### src/rtl/assert_macros.svh
// ----------------------------------------------------------------------------
// Assertion macros
// Concurrent assertion helpers, compiled out when SYNTH is defined.
// ----------------------------------------------------------------------------
`ifndef ASSERT_MACROS_SVH
`define ASSERT_MACROS_SVH

`ifndef SYNTH
`define ASSERT_IMPLIES(name, clk, rst, ante, cons) \
   name: assert property (@(posedge clk) disable iff (rst) (ante) |-> (cons)) \
      else $error("assertion failed");
`define ASSERT_NEXT(name, clk, rst, ante, cons) \
   name: assert property (@(posedge clk) disable iff (rst) (ante) |=> (cons)) \
      else $error("assertion failed");
`else
`define ASSERT_IMPLIES(name, clk, rst, ante, cons)
`define ASSERT_NEXT(name, clk, rst, ante, cons)
`endif

`endif

### src/rtl/lshs_pkg.sv
// ----------------------------------------------------------------------------
// Homing sequencer package
// Codes, result record and packed register field helpers.
// ----------------------------------------------------------------------------
package lshs_pkg;

   localparam int RES_SLOTS = 6;
   localparam logic [19:0] TICK_MAX = 20'hFFFFF;

   typedef enum logic [1:0] {
      OP_TICK    = 2'd0,
      OP_START   = 2'd1,
      OP_STOP    = 2'd2,
      OP_DISABLE = 2'd3
   } op_type;

   typedef enum logic [2:0] {
      KIND_STATUS = 3'd0,
      KIND_RATE   = 3'd1,
      KIND_TARGET = 3'd2,
      KIND_SETPOS = 3'd3,
      KIND_HALT   = 3'd4,
      KIND_EVENT  = 3'd5
   } kind_type;

   typedef enum logic [1:0] {
      MODE_IDLE   = 2'd0,
      MODE_HOMING = 2'd1,
      MODE_FAULT  = 2'd2
   } mode_type;

   typedef enum logic [1:0] {
      PH_SEEK_FAST = 2'd0,
      PH_BACKOFF   = 2'd1,
      PH_SEEK_SLOW = 2'd2,
      PH_RELEASE   = 2'd3
   } phase_type;

   typedef enum logic [2:0] {
      EV_NONE      = 3'd0,
      EV_STARTED   = 3'd1,
      EV_ALL_HOMED = 3'd2,
      EV_TIMEOUT   = 3'd3,
      EV_STUCK     = 3'd4
   } event_type;

   typedef enum logic [1:0] {
      ERR_OK       = 2'd0,
      ERR_FAULT    = 2'd1,
      ERR_BUSY     = 2'd2,
      ERR_DRIVERS  = 2'd3
   } error_type;

   typedef enum logic [2:0] {
      REG_TIMEOUT = 3'd0,
      REG_FAST    = 3'd1,
      REG_SLOW    = 3'd2,
      REG_TRAVEL  = 3'd3,
      REG_BACKOFF = 3'd4,
      REG_HOME    = 3'd5,
      REG_DIR     = 3'd6,
      REG_ORDER   = 3'd7
   } reg_index_type;

   typedef struct packed {
      kind_type      kind;
      logic [1:0]    joint;
      logic [31:0]   value;
      event_type     ev;
      mode_type      mode;
      logic          homed;
      error_type     err;
      logic          last;
   } result_type;

   function automatic logic [15:0] field16(input logic [47:0] r, input logic [1:0] k);
      logic [15:0] f;
      case (k)
         2'd0:    f = r[15:0];
         2'd1:    f = r[31:16];
         2'd2:    f = r[47:32];
         default: f = 16'd0;
      endcase
      return f;
   endfunction

   function automatic logic [19:0] field20(input logic [59:0] r, input logic [1:0] k);
      logic [19:0] f;
      case (k)
         2'd0:    f = r[19:0];
         2'd1:    f = r[39:20];
         2'd2:    f = r[59:40];
         default: f = 20'd0;
      endcase
      return f;
   endfunction

   function automatic result_type cmd(input kind_type k, input logic [1:0] j,
                                      input logic [31:0] v, input event_type e);
      result_type r;
      r.kind  = k;
      r.joint = j;
      r.value = v;
      r.ev    = e;
      r.mode  = MODE_IDLE;
      r.homed = 1'b0;
      r.err   = ERR_OK;
      r.last  = 1'b0;
      return r;
   endfunction

endpackage

### src/rtl/limit_switch_homing_sequencer.sv
// ----------------------------------------------------------------------------
// Limit switch homing sequencer
// Homes the joints one after another and issues stepper commands per request.
// ----------------------------------------------------------------------------
//  channel | dir | handshake          | payload
//  req     | in  | req_tvalid/tready  | tuser operation, tdata switch/pos/drv
//  rsp     | out | rsp_tvalid/tready  | tuser kind, tdata fields, tlast last
//  csr     | in  | csr_we             | csr_index, csr_wdata
//
//  A request is decoded combinationally into a burst of 1 to 5 results that is
//  loaded into a shift buffer on accept; results leave one per cycle while
//  rsp_tready is high (a plain status is a single result).
//  The next request is taken in the cycle the last result of the burst goes.
//  rsp_tready low holds the buffer; reset is synchronous and clears control.
// ----------------------------------------------------------------------------
`include "assert_macros.svh"

module limit_switch_homing_sequencer
   import lshs_pkg::*;
#(
   parameter int JOINT_COUNT = 3
) (
   input  logic        clock,
   input  logic        reset,
   input  logic        req_tvalid,
   output logic        req_tready,
   input  logic [1:0]  req_tuser,   // operation
   input  logic [39:0] req_tdata,   // switch_active, position[32:1], drivers_enabled
   output logic        rsp_tvalid,
   input  logic        rsp_tready,
   output logic [2:0]  rsp_tuser,   // kind
   output logic [47:0] rsp_tdata,   // joint, value, event_res, mode, homed, error
   output logic        rsp_tlast,
   input  logic        csr_we,
   input  logic [2:0]  csr_index,
   input  logic [59:0] csr_wdata
);

   localparam logic [2:0] JC = 3'(JOINT_COUNT);

   logic [19:0] timeout_ff;
   logic [47:0] fast_ff, slow_ff, backoff_ff;
   logic [59:0] travel_ff, home_ff;
   logic [2:0]  dir_ff;
   logic [5:0]  order_ff;

   mode_type    mode_ff, mode_in;
   logic        homed_ff, homed_in;
   logic [1:0]  slot_ff, slot_in;
   phase_type   phase_ff, phase_in;
   logic        started_ff, started_in;
   logic [31:0] goal_ff, goal_in;
   logic [19:0] ticks_ff, ticks_in;

   result_type  buf_ff [RES_SLOTS];
   result_type  list_in [RES_SLOTS];
   logic [2:0]  cnt_ff, cnt_in;

   logic        req_fire, rsp_fire;
   op_type      op;
   logic        active, drivers;
   logic [31:0] pos;

   assign op      = op_type'(req_tuser);
   assign active  = req_tdata[0];
   assign pos     = req_tdata[32:1];
   assign drivers = req_tdata[33];

   assign rsp_tvalid = (cnt_ff != 3'd0);
   assign req_tready = (cnt_ff == 3'd0) || ((cnt_ff == 3'd1) && rsp_tready);
   assign req_fire   = req_tvalid && req_tready;
   assign rsp_fire   = rsp_tvalid && rsp_tready;

   always_ff @(posedge clock) begin
      if (reset) begin
         timeout_ff <= 20'd10000;
         fast_ff    <= '0;
         slow_ff    <= '0;
         travel_ff  <= '0;
         backoff_ff <= '0;
         home_ff    <= '0;
         dir_ff     <= '0;
         order_ff   <= 6'd36;
      end else if (csr_we) begin
         case (reg_index_type'(csr_index))
            REG_TIMEOUT: timeout_ff <= csr_wdata[19:0];
            REG_FAST:    fast_ff    <= csr_wdata[47:0];
            REG_SLOW:    slow_ff    <= csr_wdata[47:0];
            REG_TRAVEL:  travel_ff  <= csr_wdata;
            REG_BACKOFF: backoff_ff <= csr_wdata[47:0];
            REG_HOME:    home_ff    <= csr_wdata;
            REG_DIR:     dir_ff     <= csr_wdata[2:0];
            REG_ORDER:   order_ff   <= csr_wdata[5:0];
            default:     ;
         endcase
      end
   end

   // next state and result burst
   always_comb begin
      logic [2:0]  n;
      logic [1:0]  j;
      logic        pos_dir;
      logic        fast;
      logic [19:0] ticks_inc;
      logic [31:0] goal;
      logic [19:0] hp;
      error_type   err;
      result_type  st;

      mode_in    = mode_ff;
      homed_in   = homed_ff;
      slot_in    = slot_ff;
      phase_in   = phase_ff;
      started_in = started_ff;
      goal_in    = goal_ff;
      ticks_in   = ticks_ff;
      err        = ERR_OK;
      n          = 3'd0;
      for (int i = 0; i < RES_SLOTS; i++) list_in[i] = cmd(KIND_STATUS, 2'd0, 32'd0, EV_NONE);

      case (slot_ff)
         2'd0:    j = order_ff[1:0];
         2'd1:    j = order_ff[3:2];
         2'd2:    j = order_ff[5:4];
         default: j = 2'd0;
      endcase
      pos_dir   = (j != 2'd3) && dir_ff[j];
      fast      = (phase_ff == PH_SEEK_FAST);
      ticks_inc = (ticks_ff == TICK_MAX) ? ticks_ff : ticks_ff + 20'd1;
      goal      = goal_ff;
      hp        = field20(home_ff, j);

      case (op)
         OP_TICK: begin
            if (mode_ff == MODE_HOMING) begin
               ticks_in = ticks_inc;
               if (ticks_inc > timeout_ff) begin
                  list_in[n] = cmd(KIND_HALT, 2'd0, 32'd0, EV_NONE);
                  n = n + 3'd1;
                  list_in[n] = cmd(KIND_EVENT, j, 32'd0, EV_TIMEOUT);
                  n = n + 3'd1;
                  mode_in  = MODE_FAULT;
                  homed_in = 1'b0;
               end else if (phase_ff == PH_SEEK_FAST || phase_ff == PH_SEEK_SLOW) begin
                  if (!started_ff) begin
                     list_in[n] = cmd(KIND_RATE, j,
                        {16'd0, field16(fast ? fast_ff : slow_ff, j)}, EV_NONE);
                     n = n + 3'd1;
                     list_in[n] = cmd(KIND_TARGET, j, pos_dir ?
                        pos + {12'd0, field20(travel_ff, j)} :
                        pos - {12'd0, field20(travel_ff, j)}, EV_NONE);
                     n = n + 3'd1;
                     started_in = 1'b1;
                     if (fast) begin
                        list_in[n] = cmd(KIND_EVENT, j, 32'd0, EV_STARTED);
                        n = n + 3'd1;
                     end
                  end
                  if (active) begin
                     list_in[n] = cmd(KIND_TARGET, j, pos, EV_NONE);
                     n = n + 3'd1;
                     started_in = 1'b0;
                     if (fast) begin
                        phase_in = PH_BACKOFF;
                     end else begin
                        list_in[n] = cmd(KIND_SETPOS, j, {{12{hp[19]}}, hp}, EV_NONE);
                        n = n + 3'd1;
                        phase_in = PH_RELEASE;
                     end
                  end
               end else begin
                  if (!started_ff) begin
                     goal = pos_dir ? pos - {16'd0, field16(backoff_ff, j)} :
                                      pos + {16'd0, field16(backoff_ff, j)};
                     goal_in = goal;
                     list_in[n] = cmd(KIND_RATE, j, {16'd0, field16(fast_ff, j)}, EV_NONE);
                     n = n + 3'd1;
                     list_in[n] = cmd(KIND_TARGET, j, goal, EV_NONE);
                     n = n + 3'd1;
                     started_in = 1'b1;
                  end
                  if (pos == goal) begin
                     if (active) begin
                        list_in[n] = cmd(KIND_HALT, 2'd0, 32'd0, EV_NONE);
                        n = n + 3'd1;
                        list_in[n] = cmd(KIND_EVENT, j, 32'd0, EV_STUCK);
                        n = n + 3'd1;
                        mode_in  = MODE_FAULT;
                        homed_in = 1'b0;
                     end else if (phase_ff == PH_BACKOFF) begin
                        phase_in   = PH_SEEK_SLOW;
                        started_in = 1'b0;
                     end else if (({1'b0, slot_ff} + 3'd1) < JC) begin
                        slot_in    = slot_ff + 2'd1;
                        ticks_in   = 20'd0;
                        phase_in   = PH_SEEK_FAST;
                        started_in = 1'b0;
                     end else begin
                        homed_in = 1'b1;
                        mode_in  = MODE_IDLE;
                        list_in[n] = cmd(KIND_EVENT, 2'd0, 32'd0, EV_ALL_HOMED);
                        n = n + 3'd1;
                     end
                  end
               end
            end
         end
         OP_START: begin
            if (mode_ff == MODE_FAULT) begin
               err = ERR_FAULT;
            end else if (mode_ff != MODE_IDLE) begin
               err = ERR_BUSY;
            end else if (!drivers) begin
               err = ERR_DRIVERS;
            end else begin
               homed_in   = 1'b0;
               slot_in    = 2'd0;
               phase_in   = PH_SEEK_FAST;
               started_in = 1'b0;
               ticks_in   = 20'd0;
               mode_in    = MODE_HOMING;
            end
         end
         OP_STOP: begin
            list_in[n] = cmd(KIND_HALT, 2'd0, 32'd0, EV_NONE);
            n = n + 3'd1;
            mode_in = MODE_IDLE;
         end
         default: begin
            list_in[n] = cmd(KIND_HALT, 2'd0, 32'd0, EV_NONE);
            n = n + 3'd1;
            if (mode_ff != MODE_FAULT) mode_in = MODE_IDLE;
            homed_in = 1'b0;
         end
      endcase

      st       = cmd(KIND_STATUS, 2'd0, 32'd0, EV_NONE);
      st.mode  = mode_in;
      st.homed = homed_in;
      st.err   = err;
      st.last  = 1'b1;
      list_in[n] = st;
      cnt_in = n + 3'd1;
   end

   always_ff @(posedge clock) begin
      if (reset) begin
         mode_ff    <= MODE_IDLE;
         homed_ff   <= 1'b0;
         slot_ff    <= 2'd0;
         phase_ff   <= PH_SEEK_FAST;
         started_ff <= 1'b0;
         goal_ff    <= 32'd0;
         ticks_ff   <= 20'd0;
      end else if (req_fire) begin
         mode_ff    <= mode_in;
         homed_ff   <= homed_in;
         slot_ff    <= slot_in;
         phase_ff   <= phase_in;
         started_ff <= started_in;
         goal_ff    <= goal_in;
         ticks_ff   <= ticks_in;
      end
   end

   // load a burst on accept, advance one entry per delivered result
   always_ff @(posedge clock) begin
      if (reset) begin
         cnt_ff <= 3'd0;
      end else if (req_fire) begin
         cnt_ff <= cnt_in;
      end else if (rsp_fire) begin
         cnt_ff <= cnt_ff - 3'd1;
      end
   end

   always_ff @(posedge clock) begin
      if (req_fire) begin
         buf_ff <= list_in;
      end else if (rsp_fire) begin
         for (int i = 0; i < RES_SLOTS - 1; i++) buf_ff[i] <= buf_ff[i + 1];
      end
   end

   assign rsp_tuser = buf_ff[0].kind;
   assign rsp_tlast = buf_ff[0].last;
   assign rsp_tdata = {6'd0, buf_ff[0].err, buf_ff[0].homed, buf_ff[0].mode,
                       buf_ff[0].ev, buf_ff[0].value, buf_ff[0].joint};

   `ASSERT_IMPLIES(a_last_ends_burst, clock, reset, rsp_tvalid && rsp_tlast, cnt_ff == 3'd1)
   `ASSERT_NEXT(a_accept_gives_result, clock, reset, req_fire, rsp_tvalid)
   `ASSERT_IMPLIES(a_homed_not_homing, clock, reset, homed_ff, mode_ff != MODE_HOMING)

endmodule

### config.mk
export PLATFORM = sky130hd
export DESIGN_NAME = limit_switch_homing_sequencer
export DESIGN_NICKNAME = d
export VERILOG_FILES = /design/src/rtl/lshs_pkg.sv /design/src/rtl/limit_switch_homing_sequencer.sv
export VERILOG_INCLUDE_DIRS = /design/src /design/src/rtl
export SDC_FILE = /design/constraint.sdc
export NUM_CORES = 1
export LEC_CHECK = 0
export BUFFER_PORTS_ARGS = -buffer_cell sky130_fd_sc_hd__buf_2
export CELL_PAD_IN_SITES_DETAIL_PLACEMENT = 1
export CELL_PAD_IN_SITES_GLOBAL_PLACEMENT = 2
export CORE_MARGIN = 3
export CORE_UTILIZATION = 41
export CTS_CLUSTER_DIAMETER = 100
export DETAILED_ROUTE_END_ITERATION = 10
export PLACE_DENSITY_LB_ADDON = 0.15
export SYNTH_ARGS = -nofsm -noshare
export SYNTH_HDL_FRONTEND = slang
export SYNTH_SLANG_ARGS = --single-unit
### constraint.sdc
create_clock -name clock -period 17.6 [get_ports clock]
set_input_delay 0 -clock clock [delete_from_list [all_inputs] [get_ports clock]]
set_output_delay 0 -clock clock [all_outputs]
set_load 0.1 [all_outputs]
==> results.rst, run 1 <==
.. list-table::
   :header-rows: 1

   * - Metric
     - Value
   * - Remaining global-route overflow
     - 0
   * - Status
     - completed
   * - Min Clock Period, post-route
     - 10.76 ns
   * - CTS H-tree lvls
     - 3
   * - Clock tree from TritonCTS
     - done
   * - Share of post-route cells with drive strength above 1
     - 0.09406
   * - Endpoints failing hold
     - 0
   * - Static leakage power
     - 13.69 nW
   * - Netlist area before placement
     - 32,680 um^2
   * - Final setup viols
     - 0
   * - Portion of the clock cycle consumed by the worst path in the final layout
     - 0.6112
   * - Buffer count from post-CTS setup fixing
     - 0
   * - Placed instance area
     - 33,820 um^2
   * - Total of warnings raised by yosys
     - 0
   * - Maximum clock frequency
     - 92.95 MHz
   * - Antenna violations before repair
     - 8
   * - Fin nets
     - 4,161
   * - DRT iter0 DRCs
     - 2,516
   * - Setup_tns
     - 0 ns
   * - Part of the Yosys area used for sequential elements
     - 0.4377
   * - Count of different cell masters after synthesis
     - 89
   * - Max Root-Sink Buffers
     - 3
   * - Capture instance of the worst register-to-register path
     - buf_ff[219]$_DFFE_PP_
   * - Final instance area
     - 37,360 um^2
   * - Clock Sinks
     - 595
   * - Mean instance size in the synthesized netlist
     - 8.418 um^2
   * - Switching Fraction
     - 0.3853
   * - Clock slew at the register clock pins of the worst setup and hold paths
     - 0.06 ns
   * - Post-detailed-routing wire length
     - 127,500 um
   * - Crit path DAT
     - 11.09 ns
   * - Data required time at the worst endpoint
     - 17.93 ns
   * - Initial Utilization
     - 0.4177
   * - Synthesis-stage register bit count
     - 595
   * - Maximum resistive drop on vdd
     - 0.0001865 V
   * - Via count of the first global-routing pass
     - 30.40k
   * - Setup Skew
     - 0.06277 ns
   * - First-pass GRT wire length
     - 190,600 um
   * - Instance count after placement with tap cells included
     - 4,813
   * - Type of element launching the critical path
     - flop
   * - Max-cap viol count
     - 0
   * - Pre-antenna DRT Iters
     - 5
   * - WHS Path Cells
     - 2
   * - Internal power
     - 3.310 mW
   * - Worst setup EP type
     - flop
   * - Final cell count without fillers
     - 5,050
   * - Clock tree root driver cell
     - sky130_fd_sc_hd__clkbuf_16
   * - Delay contributed by the slowest stage of the critical path
     - 0.81 ns
   * - Most used flip-flop cell after synthesis
     - sky130_fd_sc_hd__dfxtp_1
   * - Core region area
     - 78,230 um^2
   * - Worst reg-to-reg path cell count
     - 30
   * - Clock latency on the worst-skew pair
     - 0.64 ns
   * - CTS Hold Buffers Added
     - 98
   * - Worst-case headroom to the max-slew limit
     - 0.1226
   * - Pin slew with the least headroom to its limit
     - 1.313 ns
   * - IO Count
     - 164
   * - Number of enable flip-flop cells after synthesis
     - 239
   * - Area enclosed by the die boundary
     - 83,130 um^2
   * - Share of total power in the clock network
     - 0.293
   * - Share of synthesized flip-flops with an asynchronous set or reset
     - 0
   * - Largest net degree at the start of global routing
     - 136
   * - Rows
     - 102
   * - Unrepaired setup endpoints after global routing
     - no
   * - Worst hold path endpoint
     - buf_ff[173]$_DFFE_PP_
   * - Combinational fraction of design power
     - 0.343
   * - Source of the worst register-to-register timing path
     - slot_ff[0]$_SDFFE_PP0P_
   * - CTS Buf Count
     - 74
   * - Pre-CTS WS
     - 7.115 ns
   * - CTS resizes
     - 0
   * - Highest-delay cell along the critical path
     - sky130_fd_sc_hd__o41ai_1
   * - Hold crit path type
     - in2reg
   * - Signed area change from the synthesized netlist to the final layout
     - 14.32%
   * - Fill cell count
     - 9,132
   * - Power density over the cells
     - 144.1 nW/um^2
   * - Antenna viol nets, final
     - 0
   * - Overall power consumption
     - 5.385 mW
   * - Average vias per placed instance
     - 5.970
   * - Setup slack of the most critical reg-to-reg path
     - 6.84 ns
   * - Top fanout value on the critical path
     - 50
   * - All-layer global routing usage
     - 0.3010
   * - Post-route setup slack
     - 6.842 ns
   * - Detailed-route via count
     - 30.15k
   * - Part of the power in registers
     - 0.364
   * - Detailed-placement wirelength estimate
     - 87,040 um
   * - Input/output buffers
     - 151
   * - Final-report max-slew violation count
     - 0
   * - Net Switching
     - 2.075 mW
   * - Mapped Cells
     - 3,882
   * - Floorplan die width
     - 288.3 um
   * - Startpoint-to-endpoint class of the critical path
     - reg2reg
   * - Overall die height
     - 288.3 um
   * - Final weighted congestion in routability-driven placement
     - 0.9448
   * - Post-detailed-route DRC marker count
     - 0
   * - Worst min-delay path startpoint
     - req_tdata[27]
   * - Avg WL per Cell
     - 25.24 um
==> sequential cells by signal (all words and copies together) (netlist names), 3 cells and up <==
signal and flops:
backoff_ff 48, timeout_ff 20, fast_ff 48, order_ff 6, home_ff 60, buf_ff 193, cnt_ff 3, rsp_tdata 42
slow_ff 48, ticks_ff 20, goal_ff 32, travel_ff 60, rsp_tuser 3, dir_ff 3
==> area by class of cell <==
cell class | count | area, um^2 | area share
timing repair buffer | 297 | 2107 | 0.05640
inverter | 66 | 247.7 | 0.006632
antenna | 2 | 5.005 | 0.0001340
multi-input combinational | 2913 | 16830 | 0.4506
clock buffer | 108 | 2181 | 0.05838
clock inverter | 29 | 372.9 | 0.009981
tap | 1040 | 1301 | 0.03483
sequential | 595 | 14310 | 0.3830
==> worst max path at each step <==
stage,start,to,depth (start not counted)
2_1_floorplan,slot_ff[0]$_SDFFE_PP0P_,cnt_ff[1]$_SDFFE_PP0P_,34
3_3_place_gp,slot_ff[0]$_SDFFE_PP0P_,buf_ff[219]$_DFFE_PP_,30
3_5_place_dp,slot_ff[0]$_SDFFE_PP0P_,buf_ff[219]$_DFFE_PP_,30
4_1_cts,slot_ff[0]$_SDFFE_PP0P_,buf_ff[219]$_DFFE_PP_,30
5_1_grt,slot_ff[0]$_SDFFE_PP0P_,buf_ff[220]$_DFFE_PP_,30
6_report,slot_ff[0]$_SDFFE_PP0P_,buf_ff[219]$_DFFE_PP_,30
==> cells in the mapped netlist (25+ instances only) <==
cell / n / share of area
sky130_fd_sc_hd__buf_4: 56 / 0.013
sky130_fd_sc_hd__clkbuf_1: 247 / 0.028
sky130_fd_sc_hd__nand4_1: 35 / 0.0067
sky130_fd_sc_hd__nand2_1: 838 / 0.096
sky130_fd_sc_hd__and2_1: 52 / 0.010
sky130_fd_sc_hd__edfxtp_1: 239 / 0.22
sky130_fd_sc_hd__a22oi_1: 105 / 0.024
sky130_fd_sc_hd__nor2_1: 253 / 0.029
sky130_fd_sc_hd__ha_1: 102 / 0.039
sky130_fd_sc_hd__a21oi_1: 511 / 0.078
sky130_fd_sc_hd__xor2_1: 40 / 0.011
sky130_fd_sc_hd__o21ai_0: 165 / 0.025
sky130_fd_sc_hd__nor3_1: 44 / 0.0067
sky130_fd_sc_hd__and3_1: 25 / 0.0048
sky130_fd_sc_hd__xnor2_1: 90 / 0.024
sky130_fd_sc_hd__a22o_1: 70 / 0.019
sky130_fd_sc_hd__dfxtp_1: 356 / 0.22
sky130_fd_sc_hd__nand3_1: 49 / 0.0075
sky130_fd_sc_hd__a32o_1: 38 / 0.012
sky130_fd_sc_hd__a21o_1: 39 / 0.0090
sky130_fd_sc_hd__inv_1: 64 / 0.0074
sky130_fd_sc_hd__o21a_1: 28 / 0.0064
==> power by group through the flow <==
| stage | logic (mW) | clock network [mW] | registers (mW) |
|---|---|---|---|
| 3_3_place_gp | 1.77 | 0 | 1.97 |
| 2_1_floorplan | 1.42 | 0 | 1.97 |
| 5_1_grt | 1.97 | 1.66 | 1.99 |
| 6_report | 1.85 | 1.58 | 1.96 |
| 3_5_place_dp | 1.81 | 0 | 1.98 |
| 4_1_cts | 1.84 | 1.60 | 1.96 |
==> kinds of logic after synthesis <==
logic type | after synthesis | share of synthesized area
other cells | 1 | 0.0001148
compound gates | 1192 | 0.2315
flops | 595 | 0.4377
simple gates | 1433 | 0.1923
xor+xnor | 133 | 0.03695
fa+ha+maj | 104 | 0.04028
mux | 19 | 0.006202
buf+inv | 405 | 0.05498
==> metrics by stage <==
stage / util / hold slack [ns]
5_1_grt: 0.4774 / 0.01157
6_report: 0.4775 / 0.03196
3_5_place_dp: 0.4323 / 0.2716
2_1_floorplan: - / 0.1178
4_1_cts: 0.4774 / 0.002049
3_3_place_gp: 0.4323 / 0.2699
==> placed cells by master (no fill, tap or decap), types with 15 or more instances in the layout <==
master and instances:
sky130_fd_sc_hd__nand4_1 35, sky130_fd_sc_hd__clkbuf_1 15, sky130_fd_sc_hd__nand2b_1 18, sky130_fd_sc_hd__nor2_1 247, sky130_fd_sc_hd__nor3b_1 17, sky130_fd_sc_hd__and3_1 25
sky130_fd_sc_hd__xor2_1 40, sky130_fd_sc_hd__a32o_1 38, sky130_fd_sc_hd__conb_1 32, sky130_fd_sc_hd__o22ai_1 24, sky130_fd_sc_hd__clkbuf_16 75, sky130_fd_sc_hd__a21o_1 38
sky130_fd_sc_hd__nor3_1 41, sky130_fd_sc_hd__and2_1 51, sky130_fd_sc_hd__ha_1 100, sky130_fd_sc_hd__o21ai_0 165, sky130_fd_sc_hd__nand3_1 46, sky130_fd_sc_hd__a22oi_1 105
sky130_fd_sc_hd__o211ai_1 24, sky130_fd_sc_hd__clkbuf_8 18, sky130_fd_sc_hd__buf_2 150, sky130_fd_sc_hd__dlygate4sd3_1 98, sky130_fd_sc_hd__nor2b_1 17, sky130_fd_sc_hd__dfxtp_1 355
sky130_fd_sc_hd__a22o_1 70, sky130_fd_sc_hd__xnor2_1 90, sky130_fd_sc_hd__nand2_1 835, sky130_fd_sc_hd__a31oi_1 21, sky130_fd_sc_hd__buf_4 48, sky130_fd_sc_hd__a21oi_1 510
sky130_fd_sc_hd__a211oi_1 18, sky130_fd_sc_hd__inv_1 64, sky130_fd_sc_hd__o21a_1 28, sky130_fd_sc_hd__edfxtp_1 239
==> routing by layer <==
metal / part of all wire / wire length [um] / vias up / global-route usage
li1: - / - / 13880 / -
met1: 0.45 / 57740 / 15140 / 0.4235
met2: 0.46 / 58420 / 948 / 0.4836
met3: 0.062 / 7890 / 180 / 0.04215
met4: 0.027 / 3432 / 0 / 0.08397
met5: 0 / 0 / - / 0
==> critical path, delay by kind of cell, from the launching register on <==
kind	cells	cell delay (ns)
buffers and inverters	3	1.04
XOR/XNOR	1	0.28
AO/OA/AOI/OAI	9	3.23
adder cells (fa/ha/maj)	3	1.04
AND/OR/NAND/NOR	14	4.31
flip-flops	1	0.43
Power figures use the tool's default switching activity.
==> run 2, diff against run 1 <==
- CORE_UTILIZATION: 41 -> 35
- clock period: 17.6 -> 8.9 ns (I/O delays scaled with it)
==> run 2 against run 1 <==
  * Hold slack improved by 0.00098 ns
  * Global-route usage shrank 3.9 points
  * Design area is 1.4% higher
  * Clock power grew 97%
  * Worst setup slack lost 6.4 ns
==> results.rst, run 2 (synthesis gave the netlist of run 1 again) <==
.. list-table::
   :header-rows: 1

   * - Metric
     - Value
   * - Initial Utilization
     - 0.3549 (was 0.4177)
   * - Share of total power in the clock network
     - 0.292 (was 0.293)
   * - Average vias per placed instance
     - 5.607 (was 5.970)
   * - Max FFs per register
     - 193 (unchanged)
   * - Avg WL per Cell
     - 24.68 um (was 25.24 um)
   * - Combinational fraction of design power
     - 0.344 (was 0.343)
   * - Part of the power in registers
     - 0.364 (about the same)
   * - DRT iter0 DRCs
     - 2,280 (was 2,516)
   * - Setup_tns
     - 0 ns (unchanged)
   * - Type of element launching the critical path
     - flop (unchanged)
   * - Worst hold path endpoint
     - buf_ff[120]$_DFFE_PP_ (was buf_ff[173]$_DFFE_PP_)
   * - Antenna viol nets, final
     - 0 (unchanged)
   * - Capture instance of the worst register-to-register path
     - buf_ff[225]$_DFFE_PP_ (was buf_ff[219]$_DFFE_PP_)
   * - Clock slew at the register clock pins of the worst setup and hold paths
     - 0.06 ns (about the same)
   * - Register name with the most flops
     - buf_ff (unchanged)
   * - GR Util met1
     - 0.3603 (was 0.4235)
   * - Core region area
     - 92,080 um^2 (was 78,230 um^2)
   * - Post-detailed-routing wire length
     - 130,500 um (was 127,500 um)
   * - Max-cap viol count
     - 0 (unchanged)
   * - Setup Skew
     - 0.05742 ns (was 0.06277 ns)
   * - Antenna violations before repair
     - 6 (was 8)
   * - CTS H-tree lvls
     - 3 (unchanged)
   * - Clock Sinks
     - 595 (unchanged)
   * - Remaining global-route overflow
     - 0 (unchanged)
   * - Worst reg-to-reg path cell count
     - 30 (unchanged)
   * - Area enclosed by the die boundary
     - 97,070 um^2 (was 83,130 um^2)
   * - Worst setup EP type
     - flop (unchanged)
   * - Crit path DAT
     - 8.93 ns (was 11.09 ns)
   * - Most crowded layer after global routing
     - met2 (unchanged)
   * - Fin nets
     - 4,196 (was 4,161)
   * - Top fanout value on the critical path
     - 18 (was 50)
   * - Unrepaired setup endpoints after global routing
     - no (unchanged)
   * - WHS Path Cells
     - 3 (was 2)
   * - Internal power
     - 6.567 mW (was 3.310 mW)
   * - Placed instance area
     - 34,330 um^2 (was 33,820 um^2)
   * - Pin slew with the least headroom to its limit
     - 1.111 ns (was 1.313 ns)
   * - Post-route setup slack
     - 0.4825 ns (was 6.842 ns)
   * - Final instance area
     - 37,860 um^2 (was 37,360 um^2)
   * - Final setup viols
     - 0 (unchanged)
   * - All-layer global routing usage
     - 0.2618 (was 0.3010)
   * - Signed area change from the synthesized netlist to the final layout
     - 15.86% (was 14.32%)
   * - Post-detailed-route DRC marker count
     - 0 (unchanged)
   * - Top library cells by usage in the layout, fill and taps aside
     - sky130_fd_sc_hd__nand2_1 (835), sky130_fd_sc_hd__a21oi_1 (509), sky130_fd_sc_hd__dfxtp_1 (355), sky130_fd_sc_hd__nor2_1 (247), sky130_fd_sc_hd__edfxtp_1 (239) (was sky130_fd_sc_hd__nand2_1 (835), sky130_fd_sc_hd__a21oi_1 (510), sky130_fd_sc_hd__dfxtp_1 (355), sky130_fd_sc_hd__nor2_1 (247), sky130_fd_sc_hd__edfxtp_1 (239))
   * - Net Switching
     - 4.081 mW (was 2.075 mW)
   * - Via count of the first global-routing pass
     - 29.13k (was 30.40k)
   * - Hold crit path type
     - in2reg (unchanged)
   * - Input/output buffers
     - 151 (unchanged)
   * - Worst Hold Margin
     - 0.03294 ns (was 0.03196 ns)
   * - Min Clock Period, post-route
     - 8.417 ns (was 10.76 ns)
   * - Endpoints failing hold
     - 0 (unchanged)
   * - Maximum clock frequency
     - 118.8 MHz (was 92.95 MHz)
   * - Met3 track demand over resource in global routing
     - 0.02893 (was 0.04215)
   * - Clock tree root driver cell
     - sky130_fd_sc_hd__clkbuf_16 (unchanged)
   * - Startpoint-to-endpoint class of the critical path
     - reg2reg (unchanged)
   * - Most common cell after layout, fill and taps aside
     - sky130_fd_sc_hd__nand2_1 (unchanged)
   * - Portion of the clock cycle consumed by the worst path in the final layout
     - 0.9458 (was 0.6112)
   * - Final standard cell utilization of the core
     - 0.4112 (was 0.4775)
   * - Detailed-route via count
     - 29.65k (was 30.15k)
   * - Pre-CTS WS
     - 0.4144 ns (was 7.115 ns)
   * - Share of post-route cells with drive strength above 1
     - 0.1028 (was 0.09406)
   * - Detailed-placement wirelength estimate
     - 89,110 um (was 87,040 um)
   * - Setup slack of the most critical reg-to-reg path
     - 0.48 ns (was 6.84 ns)
   * - Overall die height
     - 311.6 um (was 288.3 um)
   * - Final-report max-slew violation count
     - 0 (unchanged)
   * - Power density over the cells
     - 281.2 nW/um^2 (was 144.1 nW/um^2)
   * - Fill cell count
     - 10.81k (was 9,132)
   * - Multi-input logic area
     - 16,880 um^2 (was 16,830 um^2)
   * - Largest net degree at the start of global routing
     - 211 (was 136)
   * - Static leakage power
     - 13.88 nW (was 13.69 nW)
   * - Most used cell, CP
     - sky130_fd_sc_hd__buf_4
   * - CTS Buf Count
     - 75 (was 74)
   * - Final weighted congestion in routability-driven placement
     - 0.8893 (was 0.9448)
   * - Switching Fraction
     - 0.3832 (was 0.3853)
   * - Sequential cell area
     - 14,310 um^2 (unchanged)
   * - Final cell count without fillers
     - 5,288 (was 5,050)
   * - Biggest registers after layout
     - buf_ff x193, home_ff x60, travel_ff x60 (unchanged)
   * - Worst min-delay path startpoint
     - req_tdata[20] (was req_tdata[27])
   * - Source of the worst register-to-register timing path
     - slot_ff[0]$_SDFFE_PP0P_ (unchanged)
   * - Worst-case headroom to the max-slew limit
     - 0.2516 (was 0.1226)
   * - Met2 routing resource usage after global routing
     - 0.4332 (was 0.4836)
   * - Clock tree from TritonCTS
     - done (unchanged)
   * - Instance count after placement with tap cells included
     - 5,046 (was 4,813)
   * - Overall power consumption
     - 10.65 mW (was 5.385 mW)
   * - Delay contributed by the slowest stage of the critical path
     - 0.54 ns (was 0.81 ns)
   * - Highest-delay cell along the critical path
     - sky130_fd_sc_hd__or4_4 (was sky130_fd_sc_hd__o41ai_1)
   * - Floorplan die width
     - 311.6 um (was 288.3 um)
   * - Status
     - completed (unchanged)
   * - Maximum resistive drop on vdd
     - 0.0002384 V (was 0.0001865 V)
   * - Rows
     - 111 (was 102)
   * - First-pass GRT wire length
     - 193,700 um (was 190,600 um)
   * - Max Root-Sink Buffers
     - 3 (unchanged)
   * - Clock latency on the worst-skew pair
     - 0.66 ns (was 0.64 ns)
   * - Pre-antenna DRT Iters
     - 5 (unchanged)
   * - Data required time at the worst endpoint
     - 9.41 ns (was 17.93 ns)
   * - IO Count
     - 164 (unchanged)
   * - Diodes inserted
     - 0 (was 2)
-- run 2: routing by layer --
layer | vias up | wire length (um)
met1 | 14800 | 60150
met5 | - | 27
met3 | 156 | 5301
met4 | 4 | 3770
li1 | 13990 | -
met2 | 700 | 61270
-- run 2: repair_timing --
| item | CTS | global route |
|---|---|---|
| hold buffers | 97 | 0 |
| buffers inserted | 0 | 4 |
| resized for setup | 0 | 6 |
| endpoints found under the hold margin | 408 | 0 |
| setup endpoints to repair | 0 | 56 |
-- run 2: worst max path at each step --
| stage | from | end | depth (start not counted) |
|---|---|---|---|
| floorplan | slot_ff[0]$_SDFFE_PP0P_ | cnt_ff[1]$_SDFFE_PP0P_ | 34 |
| global placement | slot_ff[0]$_SDFFE_PP0P_ | buf_ff[220]$_DFFE_PP_ | 29 |
| detailed placement | slot_ff[0]$_SDFFE_PP0P_ | buf_ff[220]$_DFFE_PP_ | 29 |
| CTS | slot_ff[0]$_SDFFE_PP0P_ | buf_ff[222]$_DFFE_PP_ | 29 |
| global route | slot_ff[0]$_SDFFE_PP0P_ | buf_ff[225]$_DFFE_PP_ | 31 |
| finish | slot_ff[0]$_SDFFE_PP0P_ | buf_ff[225]$_DFFE_PP_ | 30 |
-- run 2: power by group through the flow --
| stage | Clock, mW | Combinational (mW) | Sequential, mW |
|---|---|---|---|
| 5_1_grt | 3.31 | 3.94 | 3.93 |
| 3_3_place_gp | 0 | 3.58 | 3.92 |
| 4_1_cts | 3.20 | 3.67 | 3.88 |
| 3_5_place_dp | 0 | 3.62 | 3.93 |
| 2_1_floorplan | 0 | 2.80 | 3.90 |
| 6_report | 3.11 | 3.67 | 3.87 |
-- run 2: critical path, delay by kind of cell (launching register included) --
family,cells,cell delay [ns]
buf+inv,5,1.17
simple gates,12,3.47
mux,2,0.62
compound gates,8,1.74
fa+ha+maj,3,0.85
flops,1,0.42
-- run 2: layout make-up --
cell class,count,share of cell area
Inverter,66,0.006543
Clock inverter,40,0.01100
Sequential cell,595,0.3779
Multi-Input combinational cell,2914,0.4457
Tap cell,1243,0.04108
Clock buffer,100,0.05499
Timing Repair Buffer,330,0.06279
